### src/hdl/rdd_pkg.sv
`timescale 1ns / 1ps
// Shared types and constants for the RVL depth decoder.
// Used by the channel interfaces, the decode units and the core top level.
package rdd_pkg;

   localparam int WORD_W       = 32;
   localparam int CODE_W       = 32;
   localparam int PIX_W        = 16;
   localparam int DIM_W        = 16;
   localparam int RUN_W        = 25;
   localparam int KIND_W       = 3;
   localparam int ERR_W        = 3;
   localparam int NIB_W        = 4;
   localparam int POS_W        = 4;
   localparam int SHIFT_W      = POS_W + 2;
   localparam int NIB_IDX_W    = 3;
   localparam int MAX_NIBBLES  = 11;
   localparam int LAST_NIB_IDX = 7;

   typedef enum logic [KIND_W-1:0] {
      KIND_RUN   = 3'd0,
      KIND_PIXEL = 3'd1,
      KIND_SIZE  = 3'd2,
      KIND_END   = 3'd3,
      KIND_ERROR = 3'd4
   } kind_type;

   typedef enum logic [ERR_W-1:0] {
      ERR_NONE     = 3'd0,
      ERR_ZERO_DIM = 3'd1,
      ERR_TOO_BIG  = 3'd2,
      ERR_OVERRUN  = 3'd3,
      ERR_OVERLONG = 3'd4
   } err_type;

   typedef enum logic [2:0] {
      PH_IDLE   = 3'b001,
      PH_HEIGHT = 3'b010,
      PH_DATA   = 3'b100
   } phase_type;

   typedef enum logic [2:0] {
      EX_ZERO    = 3'b001,
      EX_NONZERO = 3'b010,
      EX_DELTA   = 3'b100
   } expect_type;

   typedef struct packed {
      kind_type              kind;
      logic [PIX_W-1:0]      pixel;
      logic [RUN_W-1:0]      run_length;
      logic [DIM_W-1:0]      width;
      logic [DIM_W-1:0]      height;
      err_type               error_code;
   } res_type;

   typedef struct packed {
      expect_type            expect_kind;
      logic [CODE_W-1:0]     acc;
      logic [POS_W-1:0]      pos;
      logic [PIX_W-1:0]      prev_pixel;
      logic                  end_due;
   } code_state_type;

   typedef struct packed {
      logic res_valid;
      logic stop;
   } step_ctl_type;

endpackage

### src/hdl/rdd_if.sv
`timescale 1ns / 1ps
// Valid/ready channel interfaces for the RVL depth decoder.
// Depends on rdd_pkg for field widths.
interface rdd_req_if;
   import rdd_pkg::*;

   logic              valid;
   logic              ready;
   logic [WORD_W-1:0] word;
   logic              restart;

   modport source (output valid, output word, output restart, input ready);
   modport sink (input valid, input word, input restart, output ready);
endinterface

interface rdd_rsp_if;
   import rdd_pkg::*;

   logic              valid;
   logic              ready;
   logic [KIND_W-1:0] kind;
   logic [PIX_W-1:0]  pixel;
   logic [RUN_W-1:0]  run_length;
   logic [DIM_W-1:0]  width;
   logic [DIM_W-1:0]  height;
   logic [ERR_W-1:0]  error_code;
   logic              last;

   modport source (output valid, output kind, output pixel, output run_length,
                   output width, output height, output error_code, output last,
                   input ready);
   modport sink (input valid, input kind, input pixel, input run_length,
                 input width, input height, input error_code, input last,
                 output ready);
endinterface

### src/hdl/rdd_header_check.sv
`timescale 1ns / 1ps
// Frame header check: width x height product, zero and size limits.
// Depends on rdd_pkg.
module rdd_header_check #(
   parameter int MAX_PIXELS = 16777216,
   parameter int CNT_W      = 25
) (
   input  logic [rdd_pkg::DIM_W-1:0]  frame_width,
   input  logic                       width_wide,
   input  logic [rdd_pkg::WORD_W-1:0] height_word,
   output rdd_pkg::res_type           res,
   output logic                       ok,
   output logic [CNT_W-1:0]           total
);
   import rdd_pkg::*;

   logic [2*DIM_W-1:0] prod;
   logic               height_wide;

   always_comb begin
      prod        = (2*DIM_W)'(frame_width) * (2*DIM_W)'(height_word[DIM_W-1:0]);
      height_wide = |height_word[WORD_W-1:DIM_W];
      total       = prod[CNT_W-1:0];
      res         = '0;
      ok          = 1'b0;
      if ((frame_width == '0 && !width_wide) || height_word == '0) begin
         res.kind       = KIND_ERROR;
         res.error_code = ERR_ZERO_DIM;
      end else if (width_wide || height_wide || prod > (2*DIM_W)'(MAX_PIXELS)) begin
         res.kind       = KIND_ERROR;
         res.error_code = ERR_TOO_BIG;
      end else begin
         ok         = 1'b1;
         res.kind   = KIND_SIZE;
         res.width  = frame_width;
         res.height = height_word[DIM_W-1:0];
      end
   end

endmodule

### src/hdl/rdd_nibble_step.sv
`timescale 1ns / 1ps
// One nibble of the variable-length code: accumulate, then act on the
// finished zero count, nonzero count or zigzag delta. Depends on rdd_pkg.
module rdd_nibble_step #(
   parameter int CNT_W = 25
) (
   input  logic [rdd_pkg::NIB_W-1:0] nibble,
   input  rdd_pkg::code_state_type   cur,
   input  logic [CNT_W-1:0]          pixels_left,
   input  logic [CNT_W-1:0]          nonzeros_left,
   output rdd_pkg::code_state_type   nxt,
   output logic [CNT_W-1:0]          pixels_left_nxt,
   output logic [CNT_W-1:0]          nonzeros_left_nxt,
   output rdd_pkg::step_ctl_type     ctl,
   output rdd_pkg::res_type          res
);
   import rdd_pkg::*;

   logic [SHIFT_W-1:0] shift_amt;
   logic [CODE_W-1:0]  code_val;
   logic               overrun;
   logic [CNT_W-1:0]   pix_sub;
   logic [CNT_W-1:0]   nz_dec;
   logic [PIX_W-1:0]   delta;
   logic [PIX_W-1:0]   pix_sum;

   always_comb begin
      // 3 * pos without a multiplier
      shift_amt = {2'b00, cur.pos} + {1'b0, cur.pos, 1'b0};
      code_val  = cur.acc | (CODE_W'(nibble[2:0]) << shift_amt);
      overrun   = code_val > CODE_W'(pixels_left);
      pix_sub   = pixels_left - code_val[CNT_W-1:0];
      nz_dec    = (nonzeros_left != '0) ? nonzeros_left - CNT_W'(1) : nonzeros_left;
      delta     = code_val[PIX_W:1] ^ {PIX_W{code_val[0]}};
      pix_sum   = cur.prev_pixel + delta;

      nxt               = cur;
      pixels_left_nxt   = pixels_left;
      nonzeros_left_nxt = nonzeros_left;
      ctl               = '0;
      res               = '0;

      if (cur.end_due) begin
         nxt.end_due   = 1'b0;
         ctl.res_valid = 1'b1;
         ctl.stop      = 1'b1;
         res.kind      = KIND_END;
      end else if (cur.pos >= POS_W'(MAX_NIBBLES)) begin
         ctl.res_valid  = 1'b1;
         ctl.stop       = 1'b1;
         res.kind       = KIND_ERROR;
         res.error_code = ERR_OVERLONG;
      end else if (nibble[NIB_W-1]) begin
         nxt.acc = code_val;
         nxt.pos = cur.pos + POS_W'(1);
      end else begin
         nxt.acc = '0;
         nxt.pos = '0;
         case (cur.expect_kind)
            EX_ZERO: begin
               ctl.res_valid = 1'b1;
               if (overrun) begin
                  ctl.stop       = 1'b1;
                  res.kind       = KIND_ERROR;
                  res.error_code = ERR_OVERRUN;
               end else begin
                  pixels_left_nxt = pix_sub;
                  res.kind        = KIND_RUN;
                  res.run_length  = code_val[RUN_W-1:0];
                  nxt.expect_kind = EX_NONZERO;
               end
            end
            EX_NONZERO: begin
               if (overrun) begin
                  ctl.res_valid  = 1'b1;
                  ctl.stop       = 1'b1;
                  res.kind       = KIND_ERROR;
                  res.error_code = ERR_OVERRUN;
               end else begin
                  pixels_left_nxt = pix_sub;
                  if (code_val == '0) begin
                     if (pixels_left == '0) begin
                        ctl.res_valid = 1'b1;
                        ctl.stop      = 1'b1;
                        res.kind      = KIND_END;
                     end else begin
                        nxt.expect_kind = EX_ZERO;
                     end
                  end else begin
                     nonzeros_left_nxt = code_val[CNT_W-1:0];
                     nxt.expect_kind   = EX_DELTA;
                  end
               end
            end
            EX_DELTA: begin
               ctl.res_valid     = 1'b1;
               nxt.prev_pixel    = pix_sum;
               res.kind          = KIND_PIXEL;
               res.pixel         = pix_sum;
               nonzeros_left_nxt = nz_dec;
               if (nz_dec == '0) begin
                  // frame end follows the pixel as its own result, from end_due
                  if (pixels_left == '0) begin
                     nxt.end_due = 1'b1;
                  end else begin
                     nxt.expect_kind = EX_ZERO;
                  end
               end
            end
            default: begin
               nxt.expect_kind = EX_ZERO;
            end
         endcase
      end
   end

endmodule

### src/hdl/rvl_depth_decoder_core.sv
`timescale 1ns / 1ps
// RVL depth decoder core. A request carrying restart latches the frame width;
// the next request is the height and yields a frame size item or an error.
// A payload request is decoded one nibble per cycle while the result slots
// have room, eight nibbles in all, plus an extra step for a frame end that
// follows a pixel; a frame end or error ends the request early. The single
// nibble decode step and the result registers pass one item per cycle while
// downstream keeps up. A new request is taken into the input register as
// soon as the previous one is used up, while results still wait downstream.
// Depends on rdd_pkg, rdd_if, rdd_header_check and rdd_nibble_step.
module rvl_depth_decoder_core #(
   parameter int MAX_PIXELS = 16777216
) (
   input  logic      clock,
   input  logic      reset,
   rdd_req_if.sink   req_chan,
   rdd_rsp_if.source rsp_chan
);
   import rdd_pkg::*;

   localparam int CNT_W = $clog2(longint'(MAX_PIXELS) + 1);

   logic                 in_valid_ff, in_valid_in;
   logic [WORD_W-1:0]    in_word_ff, in_word_in;
   logic                 in_restart_ff, in_restart_in;
   logic [NIB_IDX_W-1:0] nib_idx_ff, nib_idx_in;

   phase_type            phase_ff, phase_in;
   logic [DIM_W-1:0]     frame_width_ff, frame_width_in;
   logic                 width_wide_ff, width_wide_in;
   code_state_type       code_ff, code_in;
   logic [CNT_W-1:0]     pix_left_ff, pix_left_in;
   logic [CNT_W-1:0]     nz_left_ff, nz_left_in;

   logic                 pend_valid_ff, pend_valid_in;
   logic                 pend_last_ff, pend_last_in;
   res_type              pend_res_ff, pend_res_in;

   logic                 out_valid_ff, out_valid_in;
   logic                 out_last_ff, out_last_in;
   res_type              out_res_ff, out_res_in;

   res_type              hdr_res;
   logic                 hdr_ok;
   logic [CNT_W-1:0]     hdr_total;

   code_state_type       step_nxt;
   logic [CNT_W-1:0]     step_pix_left;
   logic [CNT_W-1:0]     step_nz_left;
   step_ctl_type         step_ctl;
   res_type              step_res;

   logic                 r_valid;
   res_type              r_res;
   logic                 word_done;
   logic                 can_push;
   logic                 room;
   logic                 engine_go;
   logic                 consume;
   logic                 push_pend;
   code_state_type       code_clear;

   rdd_header_check #(
      .MAX_PIXELS (MAX_PIXELS),
      .CNT_W      (CNT_W)
   ) u_header (
      .frame_width (frame_width_ff),
      .width_wide  (width_wide_ff),
      .height_word (in_word_ff),
      .res         (hdr_res),
      .ok          (hdr_ok),
      .total       (hdr_total)
   );

   rdd_nibble_step #(
      .CNT_W (CNT_W)
   ) u_step (
      .nibble            (in_word_ff[WORD_W-1 -: NIB_W]),
      .cur               (code_ff),
      .pixels_left       (pix_left_ff),
      .nonzeros_left     (nz_left_ff),
      .nxt               (step_nxt),
      .pixels_left_nxt   (step_pix_left),
      .nonzeros_left_nxt (step_nz_left),
      .ctl               (step_ctl),
      .res               (step_res)
   );

   // What the current request does this cycle
   always_comb begin
      r_valid   = 1'b0;
      r_res     = '0;
      word_done = 1'b1;
      if (!in_restart_ff) begin
         case (phase_ff)
            PH_HEIGHT: begin
               r_valid = 1'b1;
               r_res   = hdr_res;
            end
            PH_DATA: begin
               r_valid   = step_ctl.res_valid;
               r_res     = step_res;
               word_done = step_ctl.stop ||
                           (nib_idx_ff == NIB_IDX_W'(LAST_NIB_IDX) &&
                            !code_ff.end_due && !step_nxt.end_due);
            end
            default: begin
               word_done = 1'b1;
            end
         endcase
      end
   end

   assign can_push       = !out_valid_ff || rsp_chan.ready;
   assign room           = !pend_valid_ff || can_push;
   assign engine_go      = in_valid_ff && (!r_valid || room);
   assign consume        = engine_go && word_done;
   assign push_pend      = pend_valid_ff && can_push &&
                           (pend_last_ff || (engine_go && r_valid));
   assign req_chan.ready = !in_valid_ff || consume;

   always_comb begin
      code_clear             = '0;
      code_clear.expect_kind = EX_ZERO;
      code_clear.prev_pixel  = code_ff.prev_pixel;
   end

   // Decoder state
   always_comb begin
      phase_in       = phase_ff;
      frame_width_in = frame_width_ff;
      width_wide_in  = width_wide_ff;
      code_in        = code_ff;
      pix_left_in    = pix_left_ff;
      nz_left_in     = nz_left_ff;
      if (engine_go) begin
         if (in_restart_ff) begin
            frame_width_in = in_word_ff[DIM_W-1:0];
            width_wide_in  = |in_word_ff[WORD_W-1:DIM_W];
            phase_in       = PH_HEIGHT;
         end else begin
            case (phase_ff)
               PH_HEIGHT: begin
                  if (hdr_ok) begin
                     phase_in           = PH_DATA;
                     code_in            = '0;
                     code_in.expect_kind = EX_ZERO;
                     pix_left_in        = hdr_total;
                     nz_left_in         = '0;
                  end else begin
                     phase_in = PH_IDLE;
                  end
               end
               PH_DATA: begin
                  pix_left_in = step_pix_left;
                  if (step_ctl.stop) begin
                     phase_in   = PH_IDLE;
                     code_in    = code_clear;
                     nz_left_in = '0;
                  end else begin
                     code_in    = step_nxt;
                     nz_left_in = step_nz_left;
                  end
               end
               default: begin
                  phase_in = phase_ff;
               end
            endcase
         end
      end
   end

   // Input register: load a new request, or advance to the next nibble
   always_comb begin
      in_valid_in   = in_valid_ff;
      in_word_in    = in_word_ff;
      in_restart_in = in_restart_ff;
      nib_idx_in    = nib_idx_ff;
      if (req_chan.valid && req_chan.ready) begin
         in_valid_in   = 1'b1;
         in_word_in    = req_chan.word;
         in_restart_in = req_chan.restart;
         nib_idx_in    = '0;
      end else if (consume) begin
         in_valid_in = 1'b0;
      end else if (engine_go && !in_restart_ff && phase_ff == PH_DATA &&
                   !code_ff.end_due) begin
         in_word_in = {in_word_ff[WORD_W-NIB_W-1:0], {NIB_W{1'b0}}};
         nib_idx_in = nib_idx_ff + NIB_IDX_W'(1);
      end
   end

   // Hold the newest result until the request's next result or its end decides last
   always_comb begin
      pend_valid_in = pend_valid_ff;
      pend_last_in  = pend_last_ff;
      pend_res_in   = pend_res_ff;
      if (engine_go && r_valid) begin
         pend_valid_in = 1'b1;
         pend_last_in  = word_done;
         pend_res_in   = r_res;
      end else if (push_pend) begin
         pend_valid_in = 1'b0;
         pend_last_in  = 1'b0;
      end else if (engine_go && word_done && pend_valid_ff) begin
         pend_last_in = 1'b1;
      end
   end

   always_comb begin
      out_res_in  = out_res_ff;
      out_last_in = out_last_ff;
      if (push_pend) begin
         out_valid_in = 1'b1;
         out_res_in   = pend_res_ff;
         out_last_in  = pend_last_ff;
      end else if (rsp_chan.ready) begin
         out_valid_in = 1'b0;
      end else begin
         out_valid_in = out_valid_ff;
      end
   end

   always_ff @(posedge clock) begin
      if (reset) begin
         in_valid_ff   <= 1'b0;
         nib_idx_ff    <= '0;
         phase_ff      <= PH_IDLE;
         code_ff       <= '{expect_kind: EX_ZERO, acc: '0, pos: '0, prev_pixel: '0,
                            end_due: 1'b0};
         pend_valid_ff <= 1'b0;
         pend_last_ff  <= 1'b0;
         out_valid_ff  <= 1'b0;
      end else begin
         in_valid_ff   <= in_valid_in;
         nib_idx_ff    <= nib_idx_in;
         phase_ff      <= phase_in;
         code_ff       <= code_in;
         pend_valid_ff <= pend_valid_in;
         pend_last_ff  <= pend_last_in;
         out_valid_ff  <= out_valid_in;
      end
   end

   always_ff @(posedge clock) begin
      in_word_ff     <= in_word_in;
      in_restart_ff  <= in_restart_in;
      frame_width_ff <= frame_width_in;
      width_wide_ff  <= width_wide_in;
      pix_left_ff    <= pix_left_in;
      nz_left_ff     <= nz_left_in;
      pend_res_ff    <= pend_res_in;
      out_res_ff     <= out_res_in;
      out_last_ff    <= out_last_in;
   end

   assign rsp_chan.valid      = out_valid_ff;
   assign rsp_chan.kind       = out_res_ff.kind;
   assign rsp_chan.pixel      = out_res_ff.pixel;
   assign rsp_chan.run_length = out_res_ff.run_length;
   assign rsp_chan.width      = out_res_ff.width;
   assign rsp_chan.height     = out_res_ff.height;
   assign rsp_chan.error_code = out_res_ff.error_code;
   assign rsp_chan.last       = out_last_ff;

   a_pend_last_valid: assert property (@(posedge clock) disable iff (reset)
      pend_last_ff |-> pend_valid_ff)
      else $error("closing flag set on an empty result slot");

   a_open_result_has_request: assert property (@(posedge clock) disable iff (reset)
      (pend_valid_ff && !pend_last_ff) |-> in_valid_ff)
      else $error("open result left behind after its request was used up");

   a_end_due_in_data: assert property (@(posedge clock) disable iff (reset)
      code_ff.end_due |-> (phase_ff == PH_DATA))
      else $error("frame end pending outside the payload phase");

   a_pos_bounded: assert property (@(posedge clock) disable iff (reset)
      code_ff.pos <= POS_W'(MAX_NIBBLES))
      else $error("code nibble position beyond its limit");

endmodule
### src/flat_wrapper.sv
// flat-port wrapper written by rule: the top's interface ports become plain ports
module rvl_depth_decoder_core_flat import rdd_pkg::*;
#(
   parameter int MAX_PIXELS = 16777216
)
  (clock, reset, req_chan_valid, req_chan_word, req_chan_restart, req_chan_ready, rsp_chan_valid, rsp_chan_kind, rsp_chan_pixel, rsp_chan_run_length, rsp_chan_width, rsp_chan_height, rsp_chan_error_code, rsp_chan_last, rsp_chan_ready);
  rdd_req_if req_chan_i ();
  rdd_rsp_if rsp_chan_i ();
  input  logic clock;
  input  logic reset;
  input wire logic [$bits(req_chan_i.valid)-1:0] req_chan_valid;
  input wire logic [$bits(req_chan_i.word)-1:0] req_chan_word;
  input wire logic [$bits(req_chan_i.restart)-1:0] req_chan_restart;
  output wire logic [$bits(req_chan_i.ready)-1:0] req_chan_ready;
  output wire logic [$bits(rsp_chan_i.valid)-1:0] rsp_chan_valid;
  output wire logic [$bits(rsp_chan_i.kind)-1:0] rsp_chan_kind;
  output wire logic [$bits(rsp_chan_i.pixel)-1:0] rsp_chan_pixel;
  output wire logic [$bits(rsp_chan_i.run_length)-1:0] rsp_chan_run_length;
  output wire logic [$bits(rsp_chan_i.width)-1:0] rsp_chan_width;
  output wire logic [$bits(rsp_chan_i.height)-1:0] rsp_chan_height;
  output wire logic [$bits(rsp_chan_i.error_code)-1:0] rsp_chan_error_code;
  output wire logic [$bits(rsp_chan_i.last)-1:0] rsp_chan_last;
  input wire logic [$bits(rsp_chan_i.ready)-1:0] rsp_chan_ready;
  assign req_chan_i.valid = req_chan_valid;
  assign req_chan_i.word = req_chan_word;
  assign req_chan_i.restart = req_chan_restart;
  assign req_chan_ready = req_chan_i.ready;
  assign rsp_chan_valid = rsp_chan_i.valid;
  assign rsp_chan_kind = rsp_chan_i.kind;
  assign rsp_chan_pixel = rsp_chan_i.pixel;
  assign rsp_chan_run_length = rsp_chan_i.run_length;
  assign rsp_chan_width = rsp_chan_i.width;
  assign rsp_chan_height = rsp_chan_i.height;
  assign rsp_chan_error_code = rsp_chan_i.error_code;
  assign rsp_chan_last = rsp_chan_i.last;
  assign rsp_chan_i.ready = rsp_chan_ready;
  rvl_depth_decoder_core #(.MAX_PIXELS(MAX_PIXELS)) u_core (.clock(clock), .reset(reset), .req_chan(req_chan_i), .rsp_chan(rsp_chan_i));
endmodule
### config.mk
export PLATFORM = sky130hd
export DESIGN_NAME = rvl_depth_decoder_core_flat
export DESIGN_NICKNAME = d
export VERILOG_FILES = /design/src/hdl/rdd_pkg.sv /design/src/hdl/rdd_if.sv /design/src/hdl/rdd_header_check.sv /design/src/hdl/rdd_nibble_step.sv /design/src/hdl/rvl_depth_decoder_core.sv /design/src/flat_wrapper.sv
export SDC_FILE = /design/constraint.sdc
export NUM_CORES = 1
export LEC_CHECK = 0
export BUFFER_PORTS_ARGS = -buffer_cell sky130_fd_sc_hd__buf_2
export CAP_MARGIN = 20
export CORE_ASPECT_RATIO = 0.7
export CORE_MARGIN = 1
export CORE_UTILIZATION = 25
export CTS_CLUSTER_SIZE = 14
export DETAILED_ROUTE_END_ITERATION = 10
export PLACE_DENSITY = 0.43
export REMOVE_ABC_BUFFERS = 1
export SYNTH_ARGS = -nofsm -noshare
export SYNTH_HDL_FRONTEND = slang
export SYNTH_SLANG_ARGS = --single-unit
### constraint.sdc
create_clock -name clock -period 21.4 [get_ports clock]
set_input_delay 4.28 -clock clock [delete_from_list [all_inputs] [get_ports clock]]
set_output_delay 4.28 -clock clock [all_outputs]
set_load 0.02 [all_outputs]
; Word level (Yosys, flattened, before mapping)
; Index checks and enable logic that the tools add are counted.
; W data, S select, Z words.
[totals]
in_bits = 37
word_cells = 217
out_inout_bits = 82
register_bits = 325
[op_classes]
mul = 1
reduce_logical = 57
order_cmp = 3
n_addsub = 6
n_eq_ne = 24
shift = 1
n_mux = 91
bitwise_logic = 4
[op_table]
columns = op, n
row1 = $mux W25, 16
row2 = $mux W56, 3
row3 = $mux W32, 5
row4 = $pmux W79 S2, 1
row5 = $pmux W25 S2, 3
row6 = $pmux W56 S2, 1
row7 = $mux W41, 2
row8 = $logic_not A32 Y1, 2
row9 = $mux W55, 1
row10 = $mux W3, 17
row11 = $logic_not A25 Y1, 2
row12 = $mux W44, 1
row13 = $mux W36, 1
row14 = $mux W17, 2
row15 = $gt A32 B25 Y1, 1
row16 = $gt A32 B25 Y1 const B, 1
row17 = $mul A16 B16 Y32, 1
row18 = $or A32 B32 Y32, 1
row19 = $shl A3 B6 Y32, 1
row20 = $mux W2, 13
row21 = $reduce_bool A25 Y1, 1
row22 = $sub A25 B1 Y25 const B, 1
row23 = $sub A25 B25 Y25, 1
row24 = $ne A4 B3 Y1 const B, 5
row25 = other kinds (34), 104

; Longest topological paths before layout
[depth]
ltp_word = 21
mapped_depth = 30
mapped_depth_nobuf = 24

; Hierarchy
; A second synthesis with hierarchy kept.
[unflattened]
hier_cells = 2880
area_unflattened_um2 = 27939.3
[by_module_without_submodules]
columns = mod, n_inst, cells_per_inst, seq_area_each_um2, area_each_um2
row1 = rvl_depth_decoder_core, 1, 743, 9098.7, 12075.3
row2 = rdd_header_check, 1, 1144, 0.0, 9569.2
row3 = rdd_nibble_step, 1, 993, 0.0, 6294.8

; Worst setup path before layout
; OpenSTA, ideal clock, no wires.
[synth_timing]
path_type = input-to-reg
from = input rsp_chan_ready
to = register u_core.out_res_ff, in the netlist u_core.rsp_chan.error_code[0], enable pin
t_arrival_ps = 14053
cell_stages = 5
setup_ps = 519
t_required_ps = 20881
path_buffers = 0
path_slack_ps = 6828
path_cell_list = nand2b_1 > nor2_1 > nor3b_1 > nor2_1 > nor2_1
[synth_between]
elab_chain_cells = 7
elab_cells_between_ends = 8
cone_classes = reduce/logical (8)
[synth_lines]
columns = element, line_no
row1 = "start, declared", flat_wrapper.sv:23  ; input wire logic [$bits(rsp_chan_i.ready)-1:0] rsp_chan_ready;
row2 = $logic_or A1 B1 Y1 (*), rvl_depth_decoder_core.sv:114  ; assign can_push = !out_valid_ff || rsp_chan.ready;
row3 = $logic_or A1 B1 Y1, rvl_depth_decoder_core.sv:115  ; assign room = !pend_valid_ff || can_push;
row4 = $logic_or A1 B1 Y1, rvl_depth_decoder_core.sv:116  ; assign engine_go = in_valid_ff && (!r_valid || room);
row5 = $logic_and A1 B1 Y1, rvl_depth_decoder_core.sv:116
row6 = $logic_and A1 B1 Y1, rvl_depth_decoder_core.sv:119  ; (pend_last_ff || (engine_go && r_valid));
row7 = $logic_or A1 B1 Y1, rvl_depth_decoder_core.sv:119
row8 = $logic_and A1 B1 Y1 (*), rvl_depth_decoder_core.sv:118  ; assign push_pend = pend_valid_ff && can_push &&
row9 = "end signal, assigned", rvl_depth_decoder_core.sv:253  ; out_res_ff <= out_res_in;
row10 = "end, declared", rvl_depth_decoder_core.sv:41  ; res_type out_res_ff, out_res_in;
; Mark *: on every way between the ends. The rest lies on a longest branch, timed or not.
; A chain may end at the register's enable or synchronous reset.

; Worst setup path after layout
[layout_timing]
from = register u_core.code_ff[17] (netlist name)
to = output req_chan_ready
[layout_between]
elab_chain_cells = 17
elab_cells_between_ends = 28
cone_classes = add/sub (1) / order compare (2) / shift (1) / mux (14) / bitwise (1) / reduce/logical (9)
[layout_lines]
columns = element, line_no
row1 = "start, declared", rvl_depth_decoder_core.sv:31  ; code_state_type code_ff, code_in;
row2 = "start signal, assigned", rvl_depth_decoder_core.sv:229  ; code_ff <= '{expect_kind: EX_ZERO, acc: '0, pos: '0, prev_pixel: '0,
row3 = "start signal, assigned", rvl_depth_decoder_core.sv:238  ; code_ff <= code_in;
row4 = branches (longest 15 deep; another with $gt A32 B25 Y1), --
row5 = $logic_and A1 B1 Y1 (*), rvl_depth_decoder_core.sv:117  ; assign consume = engine_go && word_done;
row6 = $logic_or A1 B1 Y1 (*), rvl_depth_decoder_core.sv:120  ; assign req_chan.ready = !in_valid_ff || consume;
row7 = "end, declared", flat_wrapper.sv:14  ; output wire logic [$bits(req_chan_i.ready)-1:0] req_chan_ready;
; Mark *: on every way between the ends. The select of a mux whose other input is x is not followed.

==> metrics.md <==
| Metric | Value |
|---|---|
| Syn Inst Count | `roughly 2500` |
| Fill cells | `10440` |
| TritonRoute pass-1 iters | `5` |
| Top FF cell, synth | `edfxtp_1` |
| CP Capture Point | `req_chan_ready` |
| Dpl cells | `3923` |
| Clk root buf | `clkbuf_16` |
| Max-Cap Viols | `0` |
| Area taken by multi-input logic gates | `14810 µm²` |
| Max IR drop VDD | `0.2174 mV` |
| Die Ht | `269.3 µm` |
| Synthesized area per cell | `between 10 and 15 µm²` |
| Count of final max-slew check failures | `0` |
| Clock sinks | `around 330` |
| Pwr/cell area | `approximately 150 nW/µm²` |
| Crit path max fanout | `22` |
| DRC violations left | `0` |
| Via Count | `19020` |
| Most common cell after layout, fill and taps aside | `inv_1` |
| TritonCTS Buffers | `41` |
| Tmin final | `roughly 11000 ps` |
| Largest net degree at the start of global routing | `between 50 and 60` |
| Core area | `just over 100000 µm²` |
| Clk slew on worst S/H paths | `approximately 70 ps` |
| Final Setup Violations | `0` |
| Post-cts hold buffer count | `0` |
| Final WL | `79560 µm` |
| Area delta synth->final | `13.84%` |
| Number of gates resized after cts | `0` |
| Register area | `~9100 µm²` |
| Final Core Density | `28.88%` |
| Total gr overflow | `0` |
| Worst-Margin Slew | `between 1000 and 1500 ps` |
| Die X | `around 380 µm` |
| Setup bufs post-CTS | `0` |
| Diode count | `0` |
| Crit path launch type | `flop` |
| RSZ-0062 raised after global routing | `false` |
| Setup_tns | `0 ps` |
| Yosys reg bits | `325` |
| Critical path capture point type | `output port` |
| CTS HTree Levels | `2` |
| Vias in the first global route | `20000` |
| Yosys cell types | `77` |
| Reg-to-reg startpoint | `u_core.in_word_ff[7]` |
| Arr. time, crit path | `about 7100 ps` |
| Initial DRC Count | `1192` |
| Synth warn | `0` |
| Most frequent cells in the layout | `inv_1 (299), edfxtp_1 (259), nand2_1 (243)` |
| Avg WL per Cell | `~20 µm` |
| Sequential share of the synthesized area | `35.65%` |
| Top Ports | `119` |
| Layout Cells excl Fill | `3997` |
| CTS Buffer Depth | `3` |
| Fin Clk Skew | `30.37 ps` |
| Status | `completed` |
| R2R depth | `24` |
| TritonCTS clock tree | `built` |
| Die area | `approximately 100000 µm²` |
| Launch point of the worst path | `u_core.code_ff[17]` |
| Cell row count | `97` |
| Gr usage total | `15.55%` |
| RR Endpoint | `u_core.code_clear[11]` |
| Via density | `4.759` |
| Worst-skew pair later-pin latency | `approximately 600 ps` |
| First-pass GRT wire length | `123700 µm` |
| Routed Antenna Nets | `0` |
| Fin nets | `around 3000` |
| Final Hold Fails | `0` |
| Layout cells sized above 1 | `between 10% and 20%` |
| Routability congestion estimate | `0.8569` |
| Initial antenna violation count | `1` |
| Initial Util | `25.37%` |
| Post-synth EDFFs | `between 200 and 300` |
| Cell Area, Synth | `25520 µm²` |
| Post-DP HPWL | `59650 µm` |
| Kind of critical path | `flop to output port` |
| Leak | `around 12 nW` |
| IO buf count | `approximately 120` |
| Asr flop ratio synth | `0%` |
| Worst slew margin | `26.30%` |
| Max Clk Rate | `87.63 MHz` |
| Req. time, crit path | `between 15000 and 20000 ps` |
| Hold Path Class | `flop to flop` |
| Setup slack, reg-to-reg | `between 10000 and 15000 ps` |
| Final period util | `approximately 53%` |
==> area by class of cell <==
class / count / share of cell area, %
repair buffers: 170 / 3.376
inverters: 299 / 3.863
clock buffers: 48 / 3.691
multi-input cells: 1793 / 50.97
clock inverters: 26 / 1.034
well taps: 1336 / 5.753
flip-flops and latches: 325 / 31.32
==> worst min-delay path by stage <==
stage / slack (ps) / endpoint / startpoint / cells after the start
finish: 420 / u_core.rsp_chan.width[10] / u_core.pend_res_ff[29] / 0
global route: 430 / u_core.rsp_chan.pixel[11] / u_core.pend_res_ff[71] / 0
CTS: 410 / u_core.rsp_chan.width[10] / u_core.pend_res_ff[29] / 0
detailed placement: 400 / u_core.rsp_chan.run_length[15] / u_core.pend_res_ff[50] / 0
global placement: 410 / u_core.rsp_chan.error_code[1] / u_core.pend_res_ff[1] / 0
floorplan: 400 / u_core.rsp_chan.error_code[0] / u_core.pend_res_ff[0] / 0
==> state kept, by name (all words and copies together) (netlist names), 16 cells and up <==
signal                      cells
u_core.code_ff                 40
u_core.rsp_chan.run_length     25
u_core.code_clear              16
u_core.rsp_chan.height         16
u_core.nz_left_ff              25
u_core.in_word_ff              32
u_core.pend_res_ff             79
u_core.pix_left_ff             25
u_core.frame_width_ff          16
u_core.rsp_chan.width          16
u_core.rsp_chan.pixel          16
==> where the power goes <==
group	internal, mW	switching (mW)	total [mW]
registers	0.772	0.0259	0.797
logic	1.08	1.65	2.72
clock network	0.432	0.300	0.732
==> metal layers <==
layer  GRT usage [%]  vias to the layer above  part of all wire (%)
li1                -                     8917                     -
met1           24.65                     9563                    54
met2           21.65                      451                    40
met3           2.344                       87                   4.8
met4           3.470                        2                   1.8
met5               0                        -                 0.011
==> critical path, stage by stage (launching register included) <==
cell and delay (ps):
dfxtp_1 510, ha_1 370, fa_1 1070, and4b_1 270, a211oi_1 510, nor2_1 180
a31oi_1 520, inv_1 110, ha_1 400, and4_1 270, nand2_1 110, nor4b_1 490
nand2_1 130, a21o_1 320, a21o_1 250, o211ai_1 300, nor2_1 70, o21ai_0 390
buf_2 250
==> logic make-up after synthesis <==
group,count (synthesis),synth area share [%]
compound gates,431,11.36
xor+xnor,90,3.089
fa+ha+maj,374,24.13
buf+inv,431,6.491
flops,325,35.65
mux,53,2.593
simple gates,845,16.68
==> synth_stat cells (all sizes together) (7+ instances only) <==
master | instances | share of area [%]
inv | 299 | 4.4
edfxtp | 259 | 30
nand2 | 243 | 3.6
fa | 197 | 15
ha | 177 | 8.7
nor2 | 171 | 2.5
and2 | 164 | 4.0
clkbuf | 122 | 1.8
a21oi | 109 | 2.1
o21ai | 73 | 1.4
dfxtp | 66 | 5.2
nor3 | 56 | 1.1
xor2 | 49 | 1.7
a211oi | 43 | 1.3
mux2 | 42 | 2.2
xnor2 | 41 | 1.4
a21o | 30 | 0.88
nand3 | 30 | 0.59
nor4 | 29 | 0.74
nand4 | 27 | 0.66
nor2b | 23 | 0.56
o21a | 19 | 0.56
a31oi | 18 | 0.44
or3 | 17 | 0.42
nand2b | 16 | 0.39
a22o | 15 | 0.51
o31ai | 14 | 0.41
or4 | 14 | 0.43
o2bb2ai | 13 | 0.45
and3 | 12 | 0.29
mux2i | 11 | 0.43
o211ai | 11 | 0.32
or2 | 11 | 0.27
buf | 10 | 0.30
a211o | 8 | 0.27
nor3b | 8 | 0.24
o21bai | 8 | 0.24
nand3b | 7 | 0.25
==> through the flow <==
step	worst slack [ps]	power (mW)	hold WS, ps	cell area, µm²
3_5_place_dp	10690	3.520	404.5	27680
6_report	9989	4.253	415.1	29050
2_1_floorplan	6828	2.839	400.3	24990
4_1_cts	10020	4.290	412.3	29050
5_1_grt	9413	4.708	426.5	29050
3_3_place_gp	10870	3.506	406.1	27680
Note: power is estimated with default switching activity, not from simulation.
